File: src/mac_pkg.sv
// Package for the MAC address text parser.
// Holds the shared types, character codes and the character decode functions.
// No dependencies.
package mac_pkg;

    localparam int unsigned CharWidth  = 8;
    localparam int unsigned OctetWidth = 8;
    localparam int unsigned NumOctets  = 6;
    localparam int unsigned MacWidth   = OctetWidth * NumOctets;
    localparam int unsigned CountWidth = 3;

    localparam logic [CountWidth-1:0] LastColon = CountWidth'(5);

    localparam logic [CharWidth-1:0] CharNul    = 8'h00;
    localparam logic [CharWidth-1:0] CharColon  = 8'h3a;
    localparam logic [CharWidth-1:0] CharZero   = 8'h30;
    localparam logic [CharWidth-1:0] CharNine   = 8'h39;
    localparam logic [CharWidth-1:0] CharLowerA = 8'h61;
    localparam logic [CharWidth-1:0] CharLowerF = 8'h66;
    localparam logic [CharWidth-1:0] CharUpperA = 8'h41;
    localparam logic [CharWidth-1:0] CharUpperF = 8'h46;

    typedef enum logic [1:0] {
        CLASS_TERM,
        CLASS_HEX,
        CLASS_COLON,
        CLASS_OTHER
    } char_class_t;

    // Character held in the input register, handed to the parse core.
    typedef struct packed {
        logic                 valid;
        logic [CharWidth-1:0] character;
    } mac_stage_t;

    function automatic char_class_t classify(input logic [CharWidth-1:0] c);
        char_class_t cls;
        cls = CLASS_OTHER;
        if (c == CharNul)
        begin
            cls = CLASS_TERM;
        end
        else if (c == CharColon)
        begin
            cls = CLASS_COLON;
        end
        else if ((c >= CharZero && c <= CharNine) ||
                 (c >= CharLowerA && c <= CharLowerF) ||
                 (c >= CharUpperA && c <= CharUpperF))
        begin
            cls = CLASS_HEX;
        end
        return cls;
    endfunction

    // Digit value of a hex character; meaningless for anything else.
    function automatic logic [3:0] hex_value(input logic [CharWidth-1:0] c);
        logic [3:0] v;
        v = c[3:0];
        if (c >= CharZero && c <= CharNine)
        begin
            v = c[3:0];
        end
        else
        begin
            // 'a'..'f' and 'A'..'F' have low nibble 1..6
            v = 4'(c[3:0] + 4'd9);
        end
        return v;
    endfunction

endpackage

File: src/mac_if.sv
// Valid/ready channel interfaces for the MAC address text parser.
// Depends on mac_pkg for field widths.
interface mac_char_if;
    import mac_pkg::*;

    logic                 valid;
    logic                 ready;
    logic [CharWidth-1:0] character;

    modport source (output valid, output character, input ready);
    modport sink (input valid, input character, output ready);
endinterface

interface mac_result_if;
    import mac_pkg::*;

    logic                valid;
    logic                ready;
    logic                ok;
    logic [MacWidth-1:0] mac_value;

    modport source (output valid, output ok, output mac_value, input ready);
    modport sink (input valid, input ok, input mac_value, output ready);
endinterface

File: src/mac_char_reg.sv
// Input register of the MAC address text parser.
// Depends on mac_pkg and mac_char_if.
module mac_char_reg (
    input  logic               clk,
    input  logic               rst_n,
    mac_char_if.sink           char_in,
    input  logic               take,
    output mac_pkg::mac_stage_t stage
);
    import mac_pkg::*;

    logic                 valid_reg;
    logic                 valid_next;
    logic [CharWidth-1:0] char_reg;

    // Refill when the register is empty or the held character moves on this cycle.
    assign char_in.ready = !valid_reg || take;

    always_comb
    begin
        valid_next = valid_reg;
        if (char_in.ready)
        begin
            valid_next = char_in.valid;
        end
    end

    always_ff @(posedge clk or negedge rst_n)
    begin
        if (!rst_n)
        begin
            valid_reg <= 1'b0;
        end
        else
        begin
            valid_reg <= valid_next;
        end
    end

    always_ff @(posedge clk)
    begin
        if (char_in.ready && char_in.valid)
        begin
            char_reg <= char_in.character;
        end
    end

    assign stage.valid     = valid_reg;
    assign stage.character = char_reg;

endmodule

File: src/mac_parse_core.sv
// Parse state and result register of the MAC address text parser.
// Depends on mac_pkg and mac_result_if.
module mac_parse_core (
    input  logic               clk,
    input  logic               rst_n,
    input  mac_pkg::mac_stage_t stage,
    output logic               take,
    mac_result_if.source       result_out
);
    import mac_pkg::*;

    logic [OctetWidth-1:0] octet_reg [NumOctets];
    logic [OctetWidth-1:0] group_reg;
    logic [OctetWidth-1:0] group_next;
    logic [CountWidth-1:0] count_reg;
    logic [CountWidth-1:0] count_next;
    logic                  failed_reg;
    logic                  failed_next;

    logic                  out_valid_reg;
    logic                  out_valid_next;
    logic                  ok_reg;
    logic [MacWidth-1:0]   mac_reg;

    char_class_t           cls;
    logic [3:0]            digit;
    logic                  slot_free;
    logic                  store_en;
    logic [CountWidth-1:0] store_idx;
    logic                  emit;
    logic                  ok_now;
    logic [MacWidth-1:0]   mac_now;

    assign cls       = classify(stage.character);
    assign digit     = hex_value(stage.character);
    assign slot_free = !out_valid_reg || result_out.ready;

    // Only a terminator needs room in the result register.
    assign take = stage.valid && ((cls != CLASS_TERM) || slot_free);
    assign emit = take && (cls == CLASS_TERM);

    assign ok_now = !failed_reg && (count_reg == LastColon);

    always_comb
    begin
        for (int i = 0; i < NumOctets; i++)
        begin
            mac_now[i*OctetWidth +: OctetWidth] = octet_reg[i];
        end
        if (ok_now)
        begin
            mac_now[LastColon*OctetWidth +: OctetWidth] = group_reg;
        end
    end

    always_comb
    begin
        group_next  = group_reg;
        count_next  = count_reg;
        failed_next = failed_reg;
        store_en    = 1'b0;
        store_idx   = count_reg;
        if (take)
        begin
            if (cls == CLASS_TERM)
            begin
                group_next  = '0;
                count_next  = '0;
                failed_next = 1'b0;
                store_en    = ok_now;
                store_idx   = LastColon;
            end
            else if (!failed_reg)
            begin
                unique case (cls)
                    CLASS_HEX:
                    begin
                        // Shifting in a digit overflows once the high nibble is set.
                        if (group_reg[7:4] != 4'd0)
                        begin
                            failed_next = 1'b1;
                        end
                        else
                        begin
                            group_next = {group_reg[3:0], digit};
                        end
                    end
                    CLASS_COLON:
                    begin
                        if (count_reg >= LastColon)
                        begin
                            failed_next = 1'b1;
                        end
                        else
                        begin
                            store_en   = 1'b1;
                            count_next = CountWidth'(count_reg + 1'b1);
                            group_next = '0;
                        end
                    end
                    CLASS_OTHER:
                    begin
                        failed_next = 1'b1;
                    end
                    CLASS_TERM:
                    begin
                        failed_next = failed_reg;
                    end
                    default:
                    begin
                        failed_next = failed_reg;
                    end
                endcase
            end
        end
    end

    always_comb
    begin
        out_valid_next = out_valid_reg;
        if (emit)
        begin
            out_valid_next = 1'b1;
        end
        else if (result_out.ready)
        begin
            out_valid_next = 1'b0;
        end
    end

    always_ff @(posedge clk or negedge rst_n)
    begin
        if (!rst_n)
        begin
            group_reg     <= '0;
            count_reg     <= '0;
            failed_reg    <= 1'b0;
            out_valid_reg <= 1'b0;
            for (int i = 0; i < NumOctets; i++)
            begin
                octet_reg[i] <= '0;
            end
        end
        else
        begin
            group_reg     <= group_next;
            count_reg     <= count_next;
            failed_reg    <= failed_next;
            out_valid_reg <= out_valid_next;
            if (store_en)
            begin
                octet_reg[store_idx] <= group_reg;
            end
        end
    end

    always_ff @(posedge clk)
    begin
        if (emit)
        begin
            ok_reg  <= ok_now;
            mac_reg <= mac_now;
        end
    end

    assign result_out.valid     = out_valid_reg;
    assign result_out.ok        = ok_reg;
    assign result_out.mac_value = mac_reg;

endmodule

File: src/mac_address_text_parser.sv
// MAC address text parser: one character per cycle, one result per terminator.
// A terminator waits in the input register until the result register has room; its
// result is then written to the result register, from which it transfers.
// Throughput: one character per cycle; only a terminator waits, and only while
// the result register still holds an untaken result.
// Reset clears the octet store, group, colon count, error flag and both valids.
// Depends on mac_pkg, mac_if, mac_char_reg and mac_parse_core.
module mac_address_text_parser (
    input  logic         clk,
    input  logic         rst_n,
    mac_char_if.sink     char_in,
    mac_result_if.source result_out
);
    import mac_pkg::*;

    mac_stage_t stage;
    logic       take;

    mac_char_reg u_char_reg (
        .clk     (clk),
        .rst_n   (rst_n),
        .char_in (char_in),
        .take    (take),
        .stage   (stage)
    );

    mac_parse_core u_parse_core (
        .clk        (clk),
        .rst_n      (rst_n),
        .stage      (stage),
        .take       (take),
        .result_out (result_out)
    );

endmodule

File: src/flat_wrapper.sv
// flat-port wrapper written by rule: the top's interface ports become plain ports
module mac_address_text_parser_flat import mac_pkg::*;
  (clk, rst_n, char_in_valid, char_in_character, char_in_ready, result_out_valid, result_out_ok, result_out_mac_value, result_out_ready);
  mac_char_if char_in_i ();
  mac_result_if result_out_i ();
  input  logic clk;
  input  logic rst_n;
  input wire logic [$bits(char_in_i.valid)-1:0] char_in_valid;
  input wire logic [$bits(char_in_i.character)-1:0] char_in_character;
  output wire logic [$bits(char_in_i.ready)-1:0] char_in_ready;
  output wire logic [$bits(result_out_i.valid)-1:0] result_out_valid;
  output wire logic [$bits(result_out_i.ok)-1:0] result_out_ok;
  output wire logic [$bits(result_out_i.mac_value)-1:0] result_out_mac_value;
  input wire logic [$bits(result_out_i.ready)-1:0] result_out_ready;
  assign char_in_i.valid = char_in_valid;
  assign char_in_i.character = char_in_character;
  assign char_in_ready = char_in_i.ready;
  assign result_out_valid = result_out_i.valid;
  assign result_out_ok = result_out_i.ok;
  assign result_out_mac_value = result_out_i.mac_value;
  assign result_out_i.ready = result_out_ready;
  mac_address_text_parser u_core (.clk(clk), .rst_n(rst_n), .char_in(char_in_i), .result_out(result_out_i));
endmodule
File: config.mk
export PLATFORM = sky130hd
export DESIGN_NAME = mac_address_text_parser_flat
export DESIGN_NICKNAME = d
export VERILOG_FILES = /design/src/mac_pkg.sv /design/src/mac_if.sv /design/src/mac_char_reg.sv /design/src/mac_parse_core.sv /design/src/mac_address_text_parser.sv /design/src/flat_wrapper.sv
export SDC_FILE = /design/constraint.sdc
export NUM_CORES = 1
export LEC_CHECK = 0
export ABC_AREA = 1
export BUFFER_PORTS_ARGS = -buffer_cell sky130_fd_sc_hd__buf_2
export CAP_MARGIN = 5
export CORE_AREA = 2 2 103 105
export DETAILED_ROUTE_END_ITERATION = 12
export DIE_AREA = 0 0 105 107
export PLACE_DENSITY = 0.79
export SYNTH_ARGS = -nofsm -noshare
export SYNTH_HDL_FRONTEND = slang
export SYNTH_SLANG_ARGS = --single-unit
File: constraint.sdc
create_clock -name clk -period 3.7 [get_ports clk]
set_input_delay 0.555 -clock clk [delete_from_list [all_inputs] [get_ports clk]]
set_output_delay 0.555 -clock clk [all_outputs]
set_load 0.05 [all_outputs]
==> run_results.csv, run 1 <==
group,metric,value,unit
run_status,status,"finished clean",
synth,ys.flop_type,"dfrtp_1",
cts,cts_setup_buffers,0,
cells_and_area,drive_gt1_share,26.8,%
cts,clkTransAtPathRegs,60,ps
timing,tns,0,ps
cts,h-tree-depth,4,
synth,yosysWarnings,0,
cells_and_area,final_cells,677,
cells_and_area,largest_reg_flops,48,
power,peakVddDrop,0.305,mV
placement,portBuffers,62,
cts,clock_latency,510,ps
worst_setup_path,rr_worst_depth,8,
detailed_routing,drt_pass1_iterations,6,
cts,cts_buffer_depth,2,
grt,grt_pass1_wl,15400,um
synth,synth_edf_count,57,
placement,gp_congestion,0.810,
worst_setup_path,r2r-start,"u_core.u_char_reg.char_reg[0]",
die,die_h,107,um
synth,synth_fp_nets,470,
power,p_leak,2.74,nW
flow_run,cap_violations,0,
power,power.total,2.99,mW
synth,yosysTopAreaCellShare,34.3,%
cells_and_area,area_delta_synth_final,19.6,%
worst_setup_path,reg2reg_to,"u_core.u_parse_core.result_out.mac_value[41]",
cells_and_area,fill_cells,810,
placement,dp.cells,645,
timing,tightest_slew,986,ps
worst_setup_path,required,3140,ps
hold_path,hold_path_class,"input pin to async pin",
detailed_routing,wirelength,9220,um
worst_setup_path,critical_path_class,"register to output pin",
detailed_routing,drc,0,
cells_and_area,fin_nets,546,
synth,ys_types,30,
synth,syn_inst,452,
timing,slew_viol_final,0,
die,die_area,0.0112,mm2
timing,hold_viol_final,0,
cells_and_area,fin_util,59.2,%
cts,cts_tree,"yes",
detailed_routing,viasPerCell,5.02,
worst_setup_path,crit_fanout,7,
cts,cts_resized,0,
cts,cts_buffers,17,
die,die_w,105,um
detailed_routing,ant_nets,0,
power,power_density,501,mW/mm2
worst_setup_path,critPathArrivalTime,2210,ps
worst_setup_path,reg2reg_slack,1140,ps
grt,grt_max_degree,51,
synth,avgSynthCellArea,11.1,um2
cts,hold_buffers,0,
cts,cts.sinks,119,
synth,yosysMostFrequentCell,"nand2_1",
grt,antenna_found_initial,0,
synth,ys_async_sr_fraction,52.1,%
synth,yosys_register_bits,119,
timing,max_clock_freq,0.362,GHz
die,std_cell_rows,37,
detailed_routing,drt_iter0_drc,164,
synth,yosys-top-cells-count,"146 x nand2_1, 62 x dfrtp_1, 57 x edfxtp_1",
cts,clock-root-buffer,"clkbuf_8",
die,ios,63,
die,start_util,49.5,%
timing,skew,5.66,ps
grt,grt_remaining_overflow,0,
placement,hpwl,6070,um
synth,synth_top_area_cell,"edfxtp_1",
timing,max_slew_margin,34.3,%
worst_setup_path,start_kind,"register",
synth,synth_area_leaders,"edfxtp_1 34%, dfrtp_1 31%, nand2_1 11%",
synth,synth_area,0.00499,mm2
die,core-area,0.0101,mm2
cells_and_area,n_antenna_cell,0,
grt,grt_usage,17.8,%
detailed_routing,vias,3401,
timing,fin_crit_sh,74.7,%
timing,period_needed,2760,ps
synth,ys_seq_area_share,65.3,%
grt,grt_pass1_vias,3227,
timing,setup_viol,0,
detailed_routing,wl_per_cell,13.6,um
timing,rsz0062_at_grt,"false",
worst_setup_path,cp-end-kind,"output pin",
==> placed cells by master (no fill, tap or decap), types with 7 or more instances in the layout <==
cell type	count
dfrtp_1	62
o21ai_2	21
nand3_1	15
nand2_1	146
edfxtp_1	57
nor2_4	7
buf_2	62
inv_1	32
clkbuf_16	16
o21ai_1	30
o21ai_0	16
nor2_1	16
==> worst max-delay path, stage by stage, from the launching register on <==
cell,delay [ps]
edfxtp_1,420
inv_1,170
ha_1,200
inv_1,40
nor2_1,110
nand2_1,110
nor2_4,210
nand4_1,180
buf_2,260
==> worst max path at each step <==
stage,slack (ps),cells after the start,end,from
2_1_floorplan,1060,8,u_core.u_parse_core.result_out.mac_value[0],u_core.u_char_reg.char_reg[0]
3_3_place_gp,1250,8,u_core.u_parse_core.result_out.mac_value[6],u_core.u_char_reg.char_reg[0]
3_5_place_dp,1130,8,u_core.u_parse_core.result_out.mac_value[6],u_core.u_char_reg.char_reg[0]
4_1_cts,910,8,char_in_ready,u_core.u_char_reg.char_reg[0]
5_1_grt,760,8,char_in_ready,u_core.u_char_reg.char_reg[0]
6_report,940,8,char_in_ready,u_core.u_char_reg.char_reg[0]
==> metal layers <==
layer / vias to the layer above / GRT usage [%] / part of all wire (%)
met5: - / 0 / 0
met1: 1612 / 22.0 / 43
met3: 16 / 4.32 / 5.3
met2: 107 / 29.5 / 51
li1: 1666 / - / -
met4: 0 / 8.57 / 1.6
==> cell families (layout without fill, tap and decap cells) <==
family	after synthesis	after routing	synth area share [%]
XOR/XNOR	1	1	0.175
buffers and inverters	42	131	3.91
flip-flops	119	119	65.3
adder cells (fa/ha/maj)	6	6	1.50
AND/OR/NAND/NOR	208	208	19.4
AO/OA/AOI/OAI	76	76	9.69
==> area by class of cell <==
class	count	area (um2)	share of cell area (%)
multi-input combinational	291	1540	25.7
sequential	119	3260	54.6
inverter	36	135	2.26
timing repair buffer	63	318	5.32
clock buffer	21	449	7.52
clock inverter	11	103	1.72
tap	136	170	2.85
==> where the power goes <==
part           leakage, nW  switching, mW  internal [mW]
Combinational         1.13         0.0631         0.0252
Sequential            1.36         0.0211           1.39
Clock                0.252          0.565          0.923
==> through the flow <==
| step | setup slack [ps] | hold slack (ps) | cell area, um2 |
|---|---|---|---|
| after global placement | 1250 | 433 | 5420 |
| after CTS | 907 | 108 | 5970 |
| after floorplan | 1060 | 259 | 4990 |
| after global routing | 759 | 149 | 5970 |
| final | 936 | 96.0 | 5970 |
| after detailed placement | 1130 | 433 | 5420 |
No activity file was read; power rests on OpenSTA's default activity.
==> run 2: changes to the inputs <==
- ABC_AREA: 1 -> 0
- CORE_AREA: 2 2 103 105 -> 2 2 99 101
- DIE_AREA: 0 0 105 107 -> 0 0 101 103
- PLACE_DENSITY: 0.79 -> 0.82
- clock period: 3.7 -> 2.37 ns (I/O delays scaled with it)
==> run_results.csv, run 2 <==
group,metric,value,unit
synth,ys_async_sr_fraction,52.1,%
run_status,violations,"negative setup slack",
die,std_cell_rows,36,
synth,ys_types,46,
timing,skew,8.34,ps
cts,clock_latency,520,ps
die,die_h,103,um
timing,tightest_slew,576,ps
hold_path,min_from,"char_in_character[2]",
worst_setup_path,rr_worst_depth,6,
detailed_routing,wl_per_cell,16.8,um
power,p_leak,2.67,nW
power,p_clk_share,52.4,%
cells_and_area,largest_reg_flops,48,
hold_path,min_to,"u_core.u_char_reg.char_reg[2]",
synth,ys.flop_type,"dfrtp_1",
worst_setup_path,crit_fanout,8,
cells_and_area,final_cell_mix,"62 x dfrtp_1, 61 x buf_2, 57 x edfxtp_1",
timing,rsz0062_at_grt,"true",
cts,clkTransAtPathRegs,60,ps
power,power.switching,1.00,mW
detailed_routing,drt_iter0_drc,186,
grt,grt_pass1_wl,14000,um
worst_setup_path,start_kind,"register",
timing,slew_viol_final,0,
timing,period_needed,2370,ps
worst_setup_path,critPathArrivalTime,2770,ps
synth,synth_area_leaders,"edfxtp_1 37%, dfrtp_1 34%, mux2_2 12%",
grt,grt_max_degree,37,
cts,h-tree-depth,4,
grt,antenna_found_initial,0,
placement,portBuffers,62,
placement,gp_congestion,0.832,
detailed_routing,drt_pass1_iterations,4,
synth,yosysMostFrequentCell,"dfrtp_1",
timing,hold_ws,11.0,ps
synth,avgSynthCellArea,15.8,um2
detailed_routing,drc,0,
grt,grt_remaining_overflow,0,
die,die_area,0.0104,mm2
cells_and_area,layout_commonest_cell,"dfrtp_1",
power,p_int,3.85,mW
cts,cts_buffers,17,
synth,yosys_register_bits,119,
worst_setup_path,critical_path_class,"register to register",
hold_path,hold_path_class,"input pin to register",
synth,synth_area,0.00457,mm2
cts,cts_buffer_depth,2,
power,switching_share,20.7,%
worst_setup_path,r2r-start,"u_core.u_parse_core.count_reg[0]",
die,die_w,101,um
timing,max_clock_freq,0.421,GHz
flow_run,cap_violations,0,
run_status,status,"finished with violations",
worst_setup_path,reg2reg_to,"u_core.u_parse_core.octet_reg[7]",
synth,synth_top_area_cell,"edfxtp_1",
cells_and_area,layout.area.seq,0.00326,mm2
power,power_density,822,mW/mm2
cells_and_area,fill_cells,669,
detailed_routing,wirelength,8610,um
timing,max_slew_margin,61.6,%
cells_and_area,fin_nets,403,
cts,clock-root-buffer,"clkbuf_8",
detailed_routing,ant_nets,0,
hold_path,min_path_cells,1,
cells_and_area,drive_gt1_share,45.7,%
die,ios,63,
timing,hold_viol_final,0,
detailed_routing,viasPerCell,5.32,
synth,yosysTopAreaCellShare,37.4,%
placement,hpwl,5380,um
worst_setup_path,cp-end-kind,"register",
cells_and_area,multi_input_area,0.00130,mm2
synth,synth_edf_count,57,
cts,cts.sinks,119,
timing,setup_viol,2,
synth,yosys-top-cells-count,"62 x dfrtp_1, 57 x edfxtp_1, 49 x mux2_2",
grt,grt_pass1_vias,2779,
power,p_seq_share,45.2,%
placement,place_area,0.00511,mm2
cells_and_area,design_area,0.00590,mm2
cells_and_area,n_antenna_cell,0,
die,start_util,48.3,%
detailed_routing,vias,2725,
synth,ys_seq_area_share,71.4,%
die,core-area,0.00946,mm2
grt,grt_usage,18.2,%
power,peakVddDrop,0.595,mV
timing,fin_crit_sh,100,%
worst_setup_path,required,2760,ps
synth,synth_fp_nets,308,
cts,cts_tree,"yes",
timing,setup_ws,-3.91,ps
synth,yosysWarnings,0,
synth,syn_inst,290,
worst_setup_path,reg2reg_slack,-4,ps
cells_and_area,area_delta_synth_final,29.1,%
power,combPwrFrac,2.4,%
## run 2: changes by cell type after synthesis, sizes merged, moves of 7 or more
cell | previous run | this run
mux2 | 0 | 52
nand3 | 17 | 7
nand2 | 156 | 25
clkbuf | 1 | 12
a22o | 0 | 7
o21ai | 68 | 9
inv | 36 | 6
nor2 | 27 | 4
## run 2: worst max-delay path: stages (launching register included)
cell       delay [ps]
dfrtp_1           420
buf_6             150
o31a_1            320
or3_4             410
a2111oi_4         400
buf_6             210
mux2_1            340
## run 2: how the worst max path moves through the flow
stage                                     startpoint                               end  slack [ps]  cells past startpoint
floorplan           u_core.u_parse_core.count_reg[1]  u_core.u_parse_core.octet_reg[0]          30                      6
global placement       u_core.u_char_reg.char_reg[0]   u_core.u_parse_core.mac_now[26]         140                      8
detailed placement  u_core.u_parse_core.count_reg[1]  u_core.u_parse_core.octet_reg[2]          10                      7
CTS                 u_core.u_parse_core.count_reg[1]  u_core.u_parse_core.octet_reg[7]           7                      7
global route        u_core.u_parse_core.count_reg[0]  u_core.u_parse_core.octet_reg[0]         -50                      6
finish              u_core.u_parse_core.count_reg[0]  u_core.u_parse_core.octet_reg[7]          -4                      6
## run 2: kinds of logic (layout without fill, tap and decap cells)
logic type / Yosys count / count (layout) / share of synthesized area [%]
fa+ha+maj: 6 / 6 / 1.64
flops: 119 / 119 / 71.4
xor+xnor: 1 / 1 / 0.192
compound gates: 30 / 30 / 5.12
mux: 53 / 53 / 13.0
simple gates: 60 / 60 / 6.90
buf+inv: 21 / 129 / 1.75
## run 2: cell type report
cell class	count	share of cell area [%]
inverter	6	0.445
clock buffer	20	7.91
sequential	119	55.3
multi-input combinational	150	22.0
clock inverter	12	2.33
timing repair buffer	91	9.60
tap	114	2.42
## run 2: power groups by stage
| stage | Clock (mW) | Combinational (mW) | Sequential, mW |
|---|---|---|---|
| global route | 2.68 | 0.132 | 2.20 |
| floorplan | 0 | 0.0491 | 2.23 |
| global placement | 0 | 0.0898 | 2.23 |
| detailed placement | 0 | 0.0933 | 2.23 |
| CTS | 2.57 | 0.106 | 2.19 |
| finish | 2.54 | 0.115 | 2.19 |
## run 2: per-layer routing
metal / vias up / part of all wire [%] / GRT usage (%)
met5: - / 0 / 0
met4: 0 / 2.0 / 7.90
met3: 19 / 5.2 / 6.31
met2: 92 / 50 / 29.8
met1: 1351 / 43 / 22.2
li1: 1263 / - / -
## run 2: repair_timing
item                       CTS  global route
setup endpoints to repair    1            33
hold buffers                 5             0
buffers inserted             2             6
cloned                       0             0
pin swaps                    0             3
hold endpoints to repair    25             0
resized for setup            4            16
## run 2: per-stage QoR
step	total power [mW]	setup TNS, ps	setup WS (ps)	std cells	util (%)
2_1_floorplan	2.28	0	33.6	290	-
3_3_place_gp	2.32	0	141	467	54.0
3_5_place_dp	2.33	0	12.9	467	54.0
4_1_cts	4.87	0	7.14	506	61.3
5_1_grt	5.00	-357	-50.9	512	62.4
6_report	4.85	-6.16	-3.91	512	62.4
==> run 3: changes to the inputs <==
- CTS_BUF_LIST: default -> sky130_fd_sc_hd__clkbuf_2 sky130_fd_sc_hd__clkbuf_4 sky130_fd_sc_hd__clkbuf_8
- CTS_CLUSTER_SIZE: default -> 40
==> run_results.csv, run 3 (synthesized netlist as in run 2, its figures left out) <==
group,metric,value,unit
power,peakVddDrop,0.437,mV
grt,grt_pass1_wl,13200,um
timing,rsz0062_at_grt,"true",
run_status,violations,"negative setup slack",
cts,clkTransAtPathRegs,80,ps
timing,period_needed,2370,ps
die,core-area,0.00946,mm2
hold_path,hold_path_class,"input pin to register",
detailed_routing,drc,0,
grt,grt_pass1_vias,2659,
die,die_w,101,um
cells_and_area,layout_commonest_cell,"dfrtp_1",
detailed_routing,viasPerCell,5.28,
cts,clock-root-buffer,"clkbuf_8",
cells_and_area,fin_nets,397,
detailed_routing,ant_nets,0,
worst_setup_path,critical_path_class,"register to register",
die,die_area,0.0104,mm2
cts,cts.sinks,119,
die,start_util,48.3,%
cts,cts_buffer_depth,2,
worst_setup_path,start_kind,"register",
timing,max_clock_freq,0.422,GHz
worst_setup_path,crit_fanout,8,
placement,gp_congestion,0.832,
placement,place_area,0.00511,mm2
flow_run,cap_violations,0,
detailed_routing,vias,2672,
cts,cts_buffers,17,
timing,max_slew_margin,62.3,%
die,die_h,103,um
grt,grt_usage,17.1,%
grt,grt_remaining_overflow,0,
power,p_leak,2.56,nW
worst_setup_path,required,2680,ps
worst_setup_path,critPathArrivalTime,2690,ps
detailed_routing,drt_iter0_drc,148,
grt,grt_max_degree,37,
worst_setup_path,cp-end-kind,"register",
run_status,status,"finished with violations",
cells_and_area,design_area,0.00565,mm2
cells_and_area,fin_util,59.7,%
timing,fin_crit_sh,100,%
placement,hpwl,5380,um
detailed_routing,drt_pass1_iterations,5,
timing,hold_viol_final,0,
timing,tns,-0.993,ps
detailed_routing,wl_per_cell,15.9,um
detailed_routing,wirelength,8070,um
timing,setup_ws,-0.993,ps
placement,portBuffers,62,
cells_and_area,final_cell_mix,"62 x dfrtp_1, 61 x buf_2, 57 x edfxtp_1",
die,std_cell_rows,36,
cts,cts_tree,"yes",
timing,hold_ws,105,ps
power,power_density,746,mW/mm2
timing,skew,6.82,ps
grt,antenna_found_initial,0,
timing,setup_viol,1,
cells_and_area,n_antenna_cell,0,
cells_and_area,largest_reg_flops,48,
cells_and_area,drive_gt1_share,45.4,%
cells_and_area,area_delta_synth_final,23.6,%
cts,clock_latency,420,ps
cts,h-tree-depth,4,
timing,tightest_slew,565,ps
die,ios,63,
timing,slew_viol_final,0,
-- run 3: cell count changes in the layout (fill, tap and decap cells not counted), sizes merged --
cell         change
buf              -2
clkbuf           -1
bufinv           +1
dlygate4sd3      -4
-- run 3: layer usage --
metal  wire length, um  track usage (%)  up-vias
met2              3990             28.5       81
met1              3530             21.3     1315
met4               110             6.65        0
met3               432             5.29       15
met5                 0                0        -
li1                  -                -     1261
-- run 3: final cells by class --
cell class                 count  area [um2]
fill                         706        3810
clock buffer                  19         262
multi-input combinational    150        1280
clock inverter                13         168
sequential                   119        3260
timing repair buffer          85         508
inverter                       6        26.3
tap                          114         143
-- run 3: power breakdown --
part           internal, mW  switching [mW]
clock network          1.11           0.819
registers              2.17          0.0206
logic                0.0406          0.0594
total                  3.32           0.899
-- run 3: critical path, cell delays in order (launching register included) --
cell       delay, ps
dfrtp_1          430
buf_6            150
o31a_1           320
or3_4            410
a2111oi_4        400
buf_6            210
mux2_2           340
-- run 3: stage by stage --
stage          cells  total power [mW]  setup WS (ps)
6_report         506              4.22         -0.993
4_1_cts          501              4.26           1.27
2_1_floorplan    290              2.28           33.6
3_5_place_dp     467              2.33           12.9
3_3_place_gp     467              2.32            141
5_1_grt          506              4.37          -48.9
-- run 3: path summary, 6_finish.rpt --
path	start	to	slack [ps]	cells past startpoint
max in group asynchronous	rst_n	u_core.u_parse_core.mac_now[7]	1240	3
worst max register to register	u_core.u_parse_core.count_reg[0]	u_core.u_parse_core.octet_reg[0]	-1	6
worst min register to register	u_core.u_parse_core.mac_now[12]	u_core.u_parse_core.result_out.mac_value[12]	450	0
min in group asynchronous	rst_n	u_core.u_parse_core.mac_now[18]	450	2
worst min-delay path	char_in_character[5]	u_core.u_char_reg.char_reg[5]	100	1
worst max-delay path	u_core.u_parse_core.count_reg[0]	u_core.u_parse_core.octet_reg[0]	-1	6
-- run 3: what timing repair did --
action / 4_1_cts / 5_1_grt
pin swaps: 0 / 3
buffers inserted: 1 / 5
gates resized for setup: 3 / 13
hold endpoints to repair: 21 / 0
hold buffers: 1 / 0
endpoints found under the setup margin: 1 / 33
